<file path="config.mk">
export PLATFORM = sky130hd
export DESIGN_NAME = mfbs_apb_regs
export DESIGN_NICKNAME = d
export VERILOG_FILES = /design/src/rtl/core/mfbs_pkg.sv /design/src/rtl/core/mfbs_apb_regs.sv
export SDC_FILE = /design/constraint.sdc
export NUM_CORES = 1
export LEC_CHECK = 0
export ABC_AREA = 1
export BUFFER_PORTS_ARGS = -buffer_cell sky130_fd_sc_hd__clkbuf_2
export CAP_MARGIN = 20
export CORE_MARGIN = 2
export CORE_UTILIZATION = 30
export CTS_CLUSTER_DIAMETER = 80
export DETAILED_ROUTE_END_ITERATION = 7
export PLACE_DENSITY_LB_ADDON = 0.1
export SLEW_MARGIN = 25
export SYNTH_ARGS = -nofsm -noshare
export SYNTH_HDL_FRONTEND = slang
export SYNTH_SLANG_ARGS = --single-unit
</file>
<file path="constraint.sdc">
create_clock -name aclk -period 2 [get_ports aclk]
set_clock_uncertainty 0.05 [all_clocks]
set_input_delay 0.1 -clock aclk [delete_from_list [all_inputs] [get_ports aclk]]
set_output_delay 0.1 -clock aclk [all_outputs]
set_load 0.01 [all_outputs]
</file>
<file path="src/rtl/core/mfbs_pkg.sv">
`timescale 1ns / 1ps

package mfbs_pkg;

    // Screen geometry. Each store byte holds eight vertically adjacent pixels.
    localparam int SCREEN_WIDTH  = 128;
    localparam int SCREEN_HEIGHT = 160;
    localparam int PAGE_COUNT    = (SCREEN_HEIGHT + 7) / 8;
    localparam int STORE_BYTES   = PAGE_COUNT * SCREEN_WIDTH;

    localparam int ADDR_W = $clog2(STORE_BYTES);
    localparam int COL_W  = $clog2(SCREEN_WIDTH);
    localparam int ROW_W  = $clog2(SCREEN_HEIGHT);

    // Stream payload layout.
    localparam int S_TDATA_W  = 32;
    localparam int S_TUSER_W  = 2;
    localparam int M_TDATA_W  = 16;

    // Configuration port.
    localparam int APB_ADDR_W = 3;
    localparam int APB_DATA_W = 32;
    localparam logic REG_PEN_COLOR        = 1'b0;
    localparam logic REG_BACKGROUND_COLOR = 1'b1;
    localparam logic [15:0] PEN_COLOR_RESET        = 16'hFFFF;
    localparam logic [15:0] BACKGROUND_COLOR_RESET = 16'h0000;

    typedef enum logic [1:0] {
        OP_PIXEL = 2'd0,
        OP_SCAN  = 2'd1,
        OP_FILL  = 2'd2,
        OP_NONE  = 2'd3
    } op_t;

    typedef enum logic [1:0] {
        MODE_CLEAR  = 2'd0,
        MODE_SET    = 2'd1,
        MODE_TOGGLE = 2'd2,
        MODE_KEEP   = 2'd3
    } pix_mode_t;

    // Commands from the controller to the datapath.
    typedef struct packed {
        logic rd_pixel;   // read byte under the incoming pixel, latch write target
        logic rd_scan;    // read byte under the scan position
        logic wr_rmw;     // write back the modified pixel byte
        logic wr_clear;   // write the fill byte at the sweep address
        logic load_fill;  // capture the incoming fill byte
        logic load_out;   // move the scanned pixel into the output register
    } dp_cmd_t;

    // Status from the datapath to the controller.
    typedef struct packed {
        logic pix_ok;     // incoming pixel write lands on screen and its mode is not keep
        logic clr_last;   // sweep is at the last store byte
        logic out_free;   // output register can take a new transaction
    } dp_status_t;

endpackage

</file>
<file path="src/rtl/core/mfbs_apb_regs.sv">
`timescale 1ns / 1ps

module mfbs_apb_regs (
    input  logic                               aclk,
    input  logic                               aresetn,
    input  logic                               psel,
    input  logic                               penable,
    input  logic                               pwrite,
    input  logic [mfbs_pkg::APB_ADDR_W-1:0]    paddr,
    input  logic [mfbs_pkg::APB_DATA_W-1:0]    pwdata,
    output logic [mfbs_pkg::APB_DATA_W-1:0]    prdata,
    output logic                               pready,
    output logic [15:0]                        pen_color,
    output logic [15:0]                        background_color
);
    import mfbs_pkg::*;

    logic [15:0] pen_reg;
    logic [15:0] bg_reg;
    logic        reg_sel;
    logic        wr_en;

    // Registers sit on word boundaries, so the low address bits are ignored.
    assign reg_sel = paddr[2];
    assign pready  = 1'b1;
    assign wr_en   = psel && penable && pwrite && pready;

    always_ff @(posedge aclk) begin
        if (!aresetn) begin
            pen_reg <= PEN_COLOR_RESET;
            bg_reg  <= BACKGROUND_COLOR_RESET;
        end else if (wr_en) begin
            if (reg_sel == REG_PEN_COLOR) begin
                pen_reg <= pwdata[15:0];
            end else begin
                bg_reg <= pwdata[15:0];
            end
        end
    end

    always_comb begin
        if (reg_sel == REG_PEN_COLOR) begin
            prdata = {{(APB_DATA_W-16){1'b0}}, pen_reg};
        end else begin
            prdata = {{(APB_DATA_W-16){1'b0}}, bg_reg};
        end
    end

    assign pen_color        = pen_reg;
    assign background_color = bg_reg;

endmodule

</file>
* After elaboration in Yosys (flattened, before gate mapping)
Index checks and enable logic that the tools add are counted.
Cells by class: muxes and demuxes 1, bitwise gates (word level) 1, reductions and logical operators 4
Operators by type and width (count):
- 2-to-1 mux 16 bit | 1
- AND reduction 2 bit | 2
- logical AND 1 bit | 2
- NOT 1 bit | 1
Word-level totals: bits in registers 32, input bits 40, output and inout port bits 65, logic and storage cells 8

* Depth between registers and ports, before layout
word-level depth 3, depth in mapped cells 6, mapped depth without buffers 5

* Least setup slack after synthesis
Ideal clock, no wire load.
kind input-to-reg, start point input port paddr[2] (netlist name), end point register pen_reg[0], in the netlist pen_color[0], setup time 0.130 ns, arrival time 0.679 ns, data required time 1.820 ns, slack 1.141 ns, stages on the path 6, path buffers 2, cell sequence buf_4 > inv_4 > nand2_4 > buf_6 > nand2_1 > nand3_1
On the way: longest elaborated chain between the ends 2
Ends and longest elaborated chain:
- start: declaration | line mfbs_apb_regs.sv:9 | input logic [mfbs_pkg::APB_ADDR_W-1:0] paddr,
- NOT 1 bit (no line)
- AND reduction 2 bit (no line)
- end signal: assignment | line mfbs_apb_regs.sv:34 | pen_reg <= pwdata[15:0];
- end: declaration | line mfbs_apb_regs.sv:18 | logic [15:0] pen_reg;
Every way passes these cells. A chain may end at the register's enable or synchronous reset.

* Final worst setup path
start point input port paddr[2] (netlist name), end point output port prdata[5] (netlist name)
On the way: longest elaborated chain between the ends 1
Ends and longest elaborated chain:
- 2-to-1 mux 16 bit | line mfbs_apb_regs.sv:42 | if (reg_sel == REG_PEN_COLOR) begin
- end: declaration | line mfbs_apb_regs.sv:11 | output logic [mfbs_pkg::APB_DATA_W-1:0] prdata,
Every way passes these cells.

==> flow_metrics.py <==
metrics = {
    "layout": {
        "antenna_cells": 0,
        "drive_above_1_share_pct": 26.01,
        "multiInputGateArea_um2": 772.0,
        "fin_cells": 393,
        "synthToLayoutAreaGrowth_pct": 31.49,
        "nFillCells": 578,
        "finalNetCount": 363,
        "regArea_um2": 640.6,
    },
    "critical_path": {
        "critical-path-top-delay-family": "buffers and inverters",
        "slowest_delay_ns": 0.38,
        "cp_num_buf_inv": 3,
        "crit_chain": "clkbuf_2, buf_4, nand2_1, nand2_1, clkbuf_2",
        "end_kind": "output port",
        "critPathSlowestCell": "clkbuf_2",
        "crit_start": "paddr[2]",
        "critical_path_arrival_ns": 1.06,
        "start_kind": "input port",
        "r2r_end": "pen_color[5]",
        "r2r_cells": 2,
        "crit_type": "input port to output port",
        "r2r-start": "pen_color[5]",
        "cp.required_ns": 1.85,
        "path_max_fanout": 18,
        "rrSetupSlack_ns": 1.35,
    },
    "logic_synthesis": {
        "yosysSeqAreaShare_pct": 39.23,
        "yosys_warnings": 0,
        "synthTopCellsByCount": "nand2_1, dfxtp_1, nand3_1, nor2_1, buf_4",
        "synth_flop_cell": "dfxtp_1",
        "ys_async_sr_fraction_pct": 0,
        "yosys.area.top_type": "dfxtp_1",
        "yosys.area.top_type_share_pct": 39.23,
        "syn-cell-area_mm2": 0.001633,
        "synthTopCellsByArea": "dfxtp_1, nand2_1, nand3_1",
        "synthCells": 247,
        "synth_edf_count": 0,
        "yosysMostFrequentCell": "nand2_1",
        "synth-seq-cells": 32,
        "ys_types": 15,
        "avgSynthCellArea_um2": 6.611,
    },
    "floorplan": {
        "initial_core_util_pct": 31.57,
        "die_h_um": 77.78,
        "core-area_mm2": 0.005172,
        "dieArea_mm2": 0.006049,
        "fp.dieW_um": 77.78,
        "num_rows": 26,
        "num_io_pins": 105,
    },
    "detailed_routing": {
        "detail_route.iter0.violations": 51,
        "drt_pass1_iterations": 4,
        "wl_per_cell_um": 10.76,
        "via_per_inst": 4.140,
        "drc": 0,
        "antenna_left": 0,
        "vias": 1627,
        "drt_wl_total_um": 4229,
    },
    "timing": {
        "hold_viol_final": 0,
        "period_share_pct": 60.71,
        "setup_viol": 0,
        "period_minus_slack_ns": 1.214,
        "rsz0062_at_grt": "no",
        "setup_tns_ns": 0,
        "fin_hold_ws_ns": 0.007609,
        "slew_viol_final": 0,
        "fmax_mhz": 823.7,
        "worstMarginPinSlew_ns": 0.6735,
        "slew_headroom_pct": 55.10,
    },
    "clocking": {
        "clk_pin_slew_ns": 0.06,
        "cts_tree": "yes",
        "numCtsBuffers": 5,
        "cts-root-buf": "clkbuf_8",
        "h-tree-depth": 2,
        "cts_sinks": 32,
        "clk_path_buf_depth": 2,
        "clock_latency_ns": 0.27,
    },
    "global_route": {
        "overflow": 0,
        "grt_pass1_wl_um": 6927,
        "grt.met1_usage_pct": 19.81,
        "top_usage_layer": "met2",
        "met3_usage_pct": 4.884,
        "gr-usage-all-layers_pct": 14.46,
        "grt_pass1_vias": 1394,
        "grt_max_degree": 33,
        "antenna_found_initial": 0,
        "met2_usage_pct": 21.90,
    },
    "outcome": {
        "status": "finished, final reports clean",
    },
    "pwr": {
        "powerDensity_mw_per_mm2": 677.5,
        "power_frac_comb_pct": 16.7,
        "ir_drop_mv": 0.2836,
        "power_frac_seq_pct": 46.6,
        "switchingPower_w": 0.0003929,
        "clock_power_share_pct": 36.7,
        "p_int_w": 0.001062,
        "p_leak_nw": 1.215,
        "p_sw_share_pct": 27.01,
    },
    "hold_path": {
        "hold_depth": 3,
        "hold_start": "pwdata[8]",
        "min_path_type": "input port to flop",
        "whs_endpoint": "pen_color[8]",
    },
    "job": {
        "drv_cap": 0,
    },
    "placed_design": {
        "numPortBuffers": 69,
        "place_inst": 374,
        "place_congestion": 0.6679,
        "dp_hpwl_um": 2848,
    },
}
-- flip-flops by register name (all words and copies together), names as in the netlist --
signal,count
pen_color,16
background_color,16
-- layout make-up --
type	instances	share of cell area [%]
Clock buffer	7	4.487
Inverter	18	3.263
Multi-Input combinational cell	183	35.96
Sequential cell	32	29.84
Tap cell	70	4.079
Timing Repair Buffer	83	22.38
-- logic make-up after synthesis --
kind of cell	count (synthesis)	share of synthesized area, %
other	2	0.4599
DFF	32	39.23
and+or+nand+nor	166	43.37
buffers and inverters	47	16.93
-- layout by cell type, fill, tap and decap left out --
| cell | synthesis | final |
|---|---|---|
| nand3_2 | 1 | 1 |
| inv_4 | 1 | 1 |
| nor2_1 | 32 | 32 |
| clkbuf_2 | 0 | 69 |
| dfxtp_1 | 32 | 32 |
| nor2_4 | 2 | 2 |
| clkbuf_8 | 0 | 7 |
| dlygate4sd3_1 | 0 | 12 |
| nand2_1 | 97 | 97 |
| conb_1 | 2 | 17 |
| nor2_8 | 1 | 1 |
| inv_1 | 17 | 17 |
| nand2_4 | 1 | 1 |
| buf_4 | 19 | 2 |
| nand3_1 | 32 | 32 |
-- power groups by stage --
stage | Sequential, W | Combinational [W] | Clock, W
floorplan | 0.000700 | 0.000155 | 0
global placement | 0.000692 | 0.000229 | 0
detailed placement | 0.000692 | 0.000228 | 0
CTS | 0.000678 | 0.000247 | 0.000556
global route | 0.000681 | 0.000277 | 0.000575
finish | 0.000678 | 0.000243 | 0.000534
-- worst min-delay path: cells and delay by family --
family / cells / cell delay (ns)
simple gates: 2 / 0.11
buf+inv: 1 / 0.09
-- repair_timing --
item / in CTS / in global routing
hold endpoints to repair: 12 / 0
setup buffers: 0 / 0
resized for setup: 0 / 0
hold buffers: 12 / 0
-- layer usage --
metal / vias to the layer above / share of wire [%]
li1: 865 / -
met1: 699 / 47
met2: 61 / 44
met3: 2 / 8.1
met4: 0 / 0.40
met5: - / 0
-- worst max path at each step --
stage | depth (start not counted) | to | slack (ns)
floorplan | 5 | prdata[10] | 1.14
global placement | 5 | pen_color[0] | 0.63
detailed placement | 5 | pen_color[3] | 0.65
CTS | 5 | prdata[5] | 0.76
global route | 5 | prdata[15] | 0.66
finish | 5 | prdata[5] | 0.79
-- per-stage QoR --
stage	utilization (%)	total power, W	worst slack (ns)	cell area, um^2
finish	41.51	0.001455	0.7859	2147
global route	41.51	0.001533	0.6563	2147
CTS	41.51	0.001481	0.7604	2147
detailed placement	37.32	0.0009202	0.6525	1931
global placement	37.32	0.0009205	0.6337	1931
floorplan	-	0.0008553	1.141	1689
No activity file was read; power rests on OpenSTA's default activity.
