<file path="src/rtl/core/mfbs_pkg.sv">
`timescale 1ns / 1ps

package mfbs_pkg;

    // Screen geometry. Each store byte holds eight vertically adjacent pixels.
    localparam int SCREEN_WIDTH  = 128;
    localparam int SCREEN_HEIGHT = 160;
    localparam int PAGE_COUNT    = (SCREEN_HEIGHT + 7) / 8;
    localparam int STORE_BYTES   = PAGE_COUNT * SCREEN_WIDTH;

    localparam int ADDR_W = $clog2(STORE_BYTES);
    localparam int COL_W  = $clog2(SCREEN_WIDTH);
    localparam int ROW_W  = $clog2(SCREEN_HEIGHT);

    // Stream payload layout.
    localparam int S_TDATA_W  = 32;
    localparam int S_TUSER_W  = 2;
    localparam int M_TDATA_W  = 16;

    // Configuration port.
    localparam int APB_ADDR_W = 3;
    localparam int APB_DATA_W = 32;
    localparam logic REG_PEN_COLOR        = 1'b0;
    localparam logic REG_BACKGROUND_COLOR = 1'b1;
    localparam logic [15:0] PEN_COLOR_RESET        = 16'hFFFF;
    localparam logic [15:0] BACKGROUND_COLOR_RESET = 16'h0000;

    typedef enum logic [1:0] {
        OP_PIXEL = 2'd0,
        OP_SCAN  = 2'd1,
        OP_FILL  = 2'd2,
        OP_NONE  = 2'd3
    } op_t;

    typedef enum logic [1:0] {
        MODE_CLEAR  = 2'd0,
        MODE_SET    = 2'd1,
        MODE_TOGGLE = 2'd2,
        MODE_KEEP   = 2'd3
    } pix_mode_t;

    // Commands from the controller to the datapath.
    typedef struct packed {
        logic rd_pixel;   // read byte under the incoming pixel, latch write target
        logic rd_scan;    // read byte under the scan position
        logic wr_rmw;     // write back the modified pixel byte
        logic wr_clear;   // write the fill byte at the sweep address
        logic load_fill;  // capture the incoming fill byte
        logic load_out;   // move the scanned pixel into the output register
    } dp_cmd_t;

    // Status from the datapath to the controller.
    typedef struct packed {
        logic pix_ok;     // incoming pixel write lands on screen and its mode is not keep
        logic clr_last;   // sweep is at the last store byte
        logic out_free;   // output register can take a new transaction
    } dp_status_t;

endpackage

</file>
<file path="src/rtl/core/mfbs_ctrl.sv">
`timescale 1ns / 1ps

module mfbs_ctrl (
    input  logic                              aclk,
    input  logic                              aresetn,
    input  logic                              s_tvalid,
    input  logic [mfbs_pkg::S_TUSER_W-1:0]    s_tuser,
    output logic                              s_tready,
    input  mfbs_pkg::dp_status_t              status,
    output mfbs_pkg::dp_cmd_t                 cmd
);
    import mfbs_pkg::*;

    typedef enum logic [1:0] {
        ST_CLEAR,
        ST_IDLE,
        ST_RMW,
        ST_SCAN
    } state_t;

    state_t state_reg;
    state_t state_next;

    always_ff @(posedge aclk) begin
        if (!aresetn) begin
            state_reg <= ST_CLEAR;
        end else begin
            state_reg <= state_next;
        end
    end

    always_comb begin
        state_next = state_reg;
        cmd        = '0;
        s_tready   = 1'b0;
        case (state_reg)
            ST_CLEAR: begin
                cmd.wr_clear = 1'b1;
                if (status.clr_last) begin
                    state_next = ST_IDLE;
                end
            end
            ST_IDLE: begin
                s_tready = 1'b1;
                if (s_tvalid) begin
                    case (op_t'(s_tuser))
                        OP_PIXEL: begin
                            if (status.pix_ok) begin
                                cmd.rd_pixel = 1'b1;
                                state_next   = ST_RMW;
                            end
                        end
                        OP_SCAN: begin
                            cmd.rd_scan = 1'b1;
                            state_next  = ST_SCAN;
                        end
                        OP_FILL: begin
                            cmd.load_fill = 1'b1;
                            state_next    = ST_CLEAR;
                        end
                        default: begin
                            state_next = ST_IDLE;
                        end
                    endcase
                end
            end
            ST_RMW: begin
                cmd.wr_rmw = 1'b1;
                state_next = ST_IDLE;
            end
            ST_SCAN: begin
                if (status.out_free) begin
                    cmd.load_out = 1'b1;
                    state_next   = ST_IDLE;
                end
            end
            default: begin
                state_next = ST_IDLE;
            end
        endcase
    end

endmodule

</file>
<file path="config.mk">
export PLATFORM = sky130hd
export DESIGN_NAME = mfbs_ctrl
export DESIGN_NICKNAME = d
export VERILOG_FILES = /design/src/rtl/core/mfbs_pkg.sv /design/src/rtl/core/mfbs_ctrl.sv
export SDC_FILE = /design/constraint.sdc
export NUM_CORES = 1
export LEC_CHECK = 0
export ABC_AREA = 1
export BUFFER_PORTS_ARGS = -buffer_cell sky130_fd_sc_hd__clkbuf_2
export CAP_MARGIN = 10
export CELL_PAD_IN_SITES_DETAIL_PLACEMENT = 1
export CELL_PAD_IN_SITES_GLOBAL_PLACEMENT = 1
export CORE_AREA = 2 2 39 41
export DETAILED_ROUTE_END_ITERATION = 10
export DIE_AREA = 0 0 41 43
export GPL_ROUTABILITY_DRIVEN = 0
export GPL_TIMING_DRIVEN = 0
export HOLD_SLACK_MARGIN = 0.05
export PLACE_DENSITY = 0.61
export SYNTH_ARGS = -nofsm -noshare
export SYNTH_HDL_FRONTEND = slang
export SYNTH_SLANG_ARGS = --single-unit
</file>
<file path="constraint.sdc">
create_clock -name aclk -period 1 [get_ports aclk]
set_input_delay 0 -clock aclk [delete_from_list [all_inputs] [get_ports aclk]]
set_output_delay 0 -clock aclk [all_outputs]
set_load 0.005 [all_outputs]
</file>
# Word-level counts from Yosys, hierarchy flattened
# Index checks and enable logic that the tools add are counted.
# word_totals
elab_cells	32
output_inout_bits	7
input_bits	8
ff_bits	2
# classes
reduce_logical	3
eq_ne	9
n_mux	19
# ops
cell	count
2-bit two-way mux	6
1-bit two-way mux	11
2-bit case mux with 4 select lines	1
2-bit equality test (second input constant)	3
2-bit inequality test (second input constant)	3
2-bit case mux with 3 select lines	1
2-bit by 1-bit equality test with 1-bit output (second input constant)	2
2-bit zero test	2
4-bit AND reduction	1
3-bit inequality test (second input constant)	1

# Longest topological paths before layout
# depth
word_depth	4
depth_mapped	8
depth_no_buf	8

# Worst setup path after synthesis
# OpenSTA, ideal clock, no wires.
# synth_path
path_type	register to register
startpoint	register state_reg[0]
endpoint	register state_reg[1]
arrival_time_ns	0.846
period_less_slack_ns	0.959
slack_ns	0.041
n_path_buf	0
setup_time_ns	0.113
path_stages_with_launch	8
t_required_ns	0.887
path_cell_list	dfxtp_1 -> inv_1 -> nor2_2 -> nand2_1 -> nor2_1 -> nor2_1 -> nor2_1 -> nor2_1
# synth_between
elab_chain_len	3
elab_cells_between_ends	10
classes_between	eq/ne (7); mux (1); reduce/logical (2)
# synth_rtl
element	line_no	rtl
from (decl)	mfbs_ctrl.sv:21	state_t state_reg;
from (signal assigned)	mfbs_ctrl.sv:28	state_reg <= state_next;
2-bit by 1-bit equality test with 1-bit output (tied with other cells)	mfbs_ctrl.sv:36	case (state_reg)
3-bit inequality test (no source line) or 2-bit inequality test (tied branches)	-	
4-bit AND reduction (no source line)	-	
# Parallel ways exist; a longest one is shown, timed or not.
# A chain may end at the register's enable or synchronous reset.

# Worst setup path after layout
# Same ends and word-level chain as after synthesis.

==> reports/metrics.csv <==
stage;metric;value;unit
status;outcome;finished, violations left;
status;failed_checks;setup timing;
clock_tree;cts_buffers;3;
finish;drive_above_1_share;52.38;%
floorplanning;rows;14;
run;cap_violations;0;
synth;netlist_area;205.2;um^2
sta;timing_hold_violations_final;0;
synth;ys_seq_elements;2;
sta;clock_skew;2.090;ps
clock_tree;path_clk_slew;30;ps
power_and_ir_drop;power_leakage;0.2374;nW
worst_setup_path;cp.arrival;1210;ps
synth;yosys-top-cells-area;inv_1 20%, nand2_1 20%, dfxtp_1 20%;
power_and_ir_drop;ir_drop;0.5180;mV
sta;finalCriticalPeriod;1102;ps
sta;fmax;907.1;MHz
routing;ant_nets;0;
power_and_ir_drop;power.share.clock;33.5;%
power_and_ir_drop;power_switching;0.1748;mW
finish;num_antenna_cells;0;
placement;place_inst;72;
global_routing;gr-usage-all-layers;8.408;%
power_and_ir_drop;intPower;0.3360;mW
synth;synthCells;42;
synth;avgSynthCellArea;4.886;um^2
routing;viasPerCell;3.962;
floorplanning;ioPinCount;15;
clock_tree;cts_tree;done;
sta;max-slew-margin-rel;84.73;%
synth;syn-num-nets;50;
synth;yosysUniqueCellTypes;9;
finish;syn2layout_area_growth;106.1;%
synth;yosysSeqAreaShare;19.51;%
routing;drtIter0Drc;0;
synth;synth_top_area_share;20.12;%
worst_setup_path;cp_max_fo;5;
routing;post_drt_wl_per_cell;7.873;um
sta;worst_pin_slew;228.2;ps
worst_setup_path;cp-start-kind;flip-flop;
global_routing;grt_pass1_vias;297;
worst_setup_path;end_kind;flip-flop;
floorplanning;die_area;1763;um^2
sta;fin_crit_sh;110.2;%
finish;largest_reg_flops;2;
power_and_ir_drop;power_density;1208;nW/um^2
placement;place.detailed.hpwl;496.5;um
finish;fillers;190;
worst_hold_path;holdPathStages;5;
worst_setup_path;r2r_setup_slack;-100;ps
power_and_ir_drop;swShare;34.22;%
clock_tree;htree_levels;1;
global_routing;grt-ovfl-total;0;
finish;final_cell_count_no_fill;79;
worst_setup_path;cp.required;1110;ps
placement;port-buffer-count;14;
worst_hold_path;worst_hold_path.endpoint;state_reg[0]$_SDFFE_PN0P_;
floorplanning;die-width;41;um
worst_setup_path;reg2reg_to;state_reg[1]$_SDFFE_PN0P_;
placement;dp_slack;-42.62;ps
global_routing;grt_pass1_wl;1.041;mm
routing;drt_wl_total;622;um
clock_tree;clock-sinks;2;
sta;finalSetupViolCount;4;
floorplanning;core_area;1384;um^2
routing;dr_total_vias;313;
clock_tree;cts_root_buffer;clkbuf_4;
power_and_ir_drop;power;0.5107;mW
routing;route.detailed.drc;0;
clock_tree;worst_skew_pair.late_latency;220;ps
floorplanning;die_h;43;um
worst_setup_path;reg2regPathDepth;8;
clock_tree;clock_path_buffers;2;
global_routing;antenna_found_initial;0;
power_and_ir_drop;pwr-share-comb;42.8;%
synth;yosys.area.top_type;inv_1;
routing;dr.pass1.iters;1;
global_routing;grt_max_degree;6;
sta;slew_viol_final;0;
sta;worst_slack;-102.5;ps
finish;fin_nets;73;
synth;yosysWarningCount;0;
sta;rsz0062_at_grt;true;
worst_hold_path;hp-start;status[1];
worst_hold_path;min_path_type;input port to flip-flop;
floorplanning;initial_core_util;14.83;%
sta;tns;-244.2;ps
worst_setup_path;worstSetupPathType;flip-flop to flip-flop;
power_and_ir_drop;sequentialPowerShare;23.7;%
worst_setup_path;reg2reg_from;state_reg[0]$_SDFFE_PN0P_;
[routing by layer]
layer	GRT usage (%)	share of wire [%]
met1	9.554	41
met2	14.06	55
met3	1.571	4.0
met4	4.000	0
met5	0	0
[cells in the mapped netlist (all sizes together)]
cell,n
inv,11
nand2,11
nor2,11
nor3,3
dfxtp,2
nand3,2
a21boi,1
nor4,1
[final cells by class]
class	count	area (um^2)	area share, %
clock buffer	3	22.52	5.325
inverter	11	46.29	10.95
multi-input combinational	29	170.2	40.24
sequential	2	47.55	11.24
tap	16	20.02	4.734
timing repair buffer	18	116.4	27.51
[power groups by stage]
| stage | clock [mW] | sequential (mW) | combinational, mW |
|---|---|---|---|
| floorplan | 0 | 0.104 | 0.0867 |
| global placement | 0 | 0.107 | 0.139 |
| detailed placement | 0 | 0.107 | 0.141 |
| CTS | 0.183 | 0.118 | 0.195 |
| global route | 0.192 | 0.122 | 0.247 |
| finish | 0.171 | 0.121 | 0.219 |
[critical path, cell delays in order, from the launching register on]
cell and delay (ps):
dfxtp_4 380, inv_4 50, nor2_4 120, buf_6 120
nand2_4 40, nor2_4 100, nor2_2 50, nor2_1 100
nor2_1 40
[layout by cell type (no fill, tap or decap), types with 2 or more instances in the layout]
| cell type | n |
|---|---|
| clkbuf_4 | 3 |
| nor2_2 | 2 |
| clkbuf_2 | 11 |
| nor2_4 | 2 |
| dfxtp_4 | 2 |
| nand2_4 | 2 |
| nand3_1 | 2 |
| nor3_1 | 2 |
| inv_4 | 2 |
| nand2_1 | 8 |
| buf_6 | 3 |
| inv_1 | 9 |
| buf_2 | 2 |
| nor2_1 | 7 |
[cell families after synthesis]
logic type             count (synthesis)  share of synthesized area (%)
buffers and inverters                 11                          20.12
DFF                                    2                          19.51
AOI/OAI and AO/OA                      1                          3.660
and+or+nand+nor                       28                          56.71
[worst max-delay path by stage]
stage	startpoint	endpoint	slack, ps	cells past startpoint
finish	state_reg[0]$_SDFFE_PN0P_	state_reg[1]$_SDFFE_PN0P_	-100	8
global route	state_reg[0]$_SDFFE_PN0P_	state_reg[1]$_SDFFE_PN0P_	-180	8
CTS	state_reg[1]$_SDFFE_PN0P_	cmd[1]	-90	4
detailed placement	state_reg[1]$_SDFFE_PN0P_	state_reg[0]$_SDFFE_PN0P_	-40	7
global placement	state_reg[0]$_SDFFE_PN0P_	state_reg[1]$_SDFFE_PN0P_	-50	7
floorplan	state_reg[0]$_SDFFE_PN0P_	state_reg[1]$_SDFFE_PN0P_	40	7
[per-stage QoR]
stage / utilization [%] / area [um^2] / hold WS [ps]
after floorplan: - / 205.2 / 35.44
after global placement: 21.34 / 295.3 / 230.7
after detailed placement: 21.34 / 295.3 / 233.4
after CTS: 28.48 / 394.1 / 122.5
after global routing: 30.56 / 422.9 / 160.9
final: 30.56 / 422.9 / 123.4
[repair_timing]
action,CTS,global route
setup buffers,4,1
hold endpoints to repair,1,0
pin swaps,3,7
hold buffers,1,0
setup endpoints to repair,6,8
resized for setup,13,12
(Power assumes the default switching activity.)
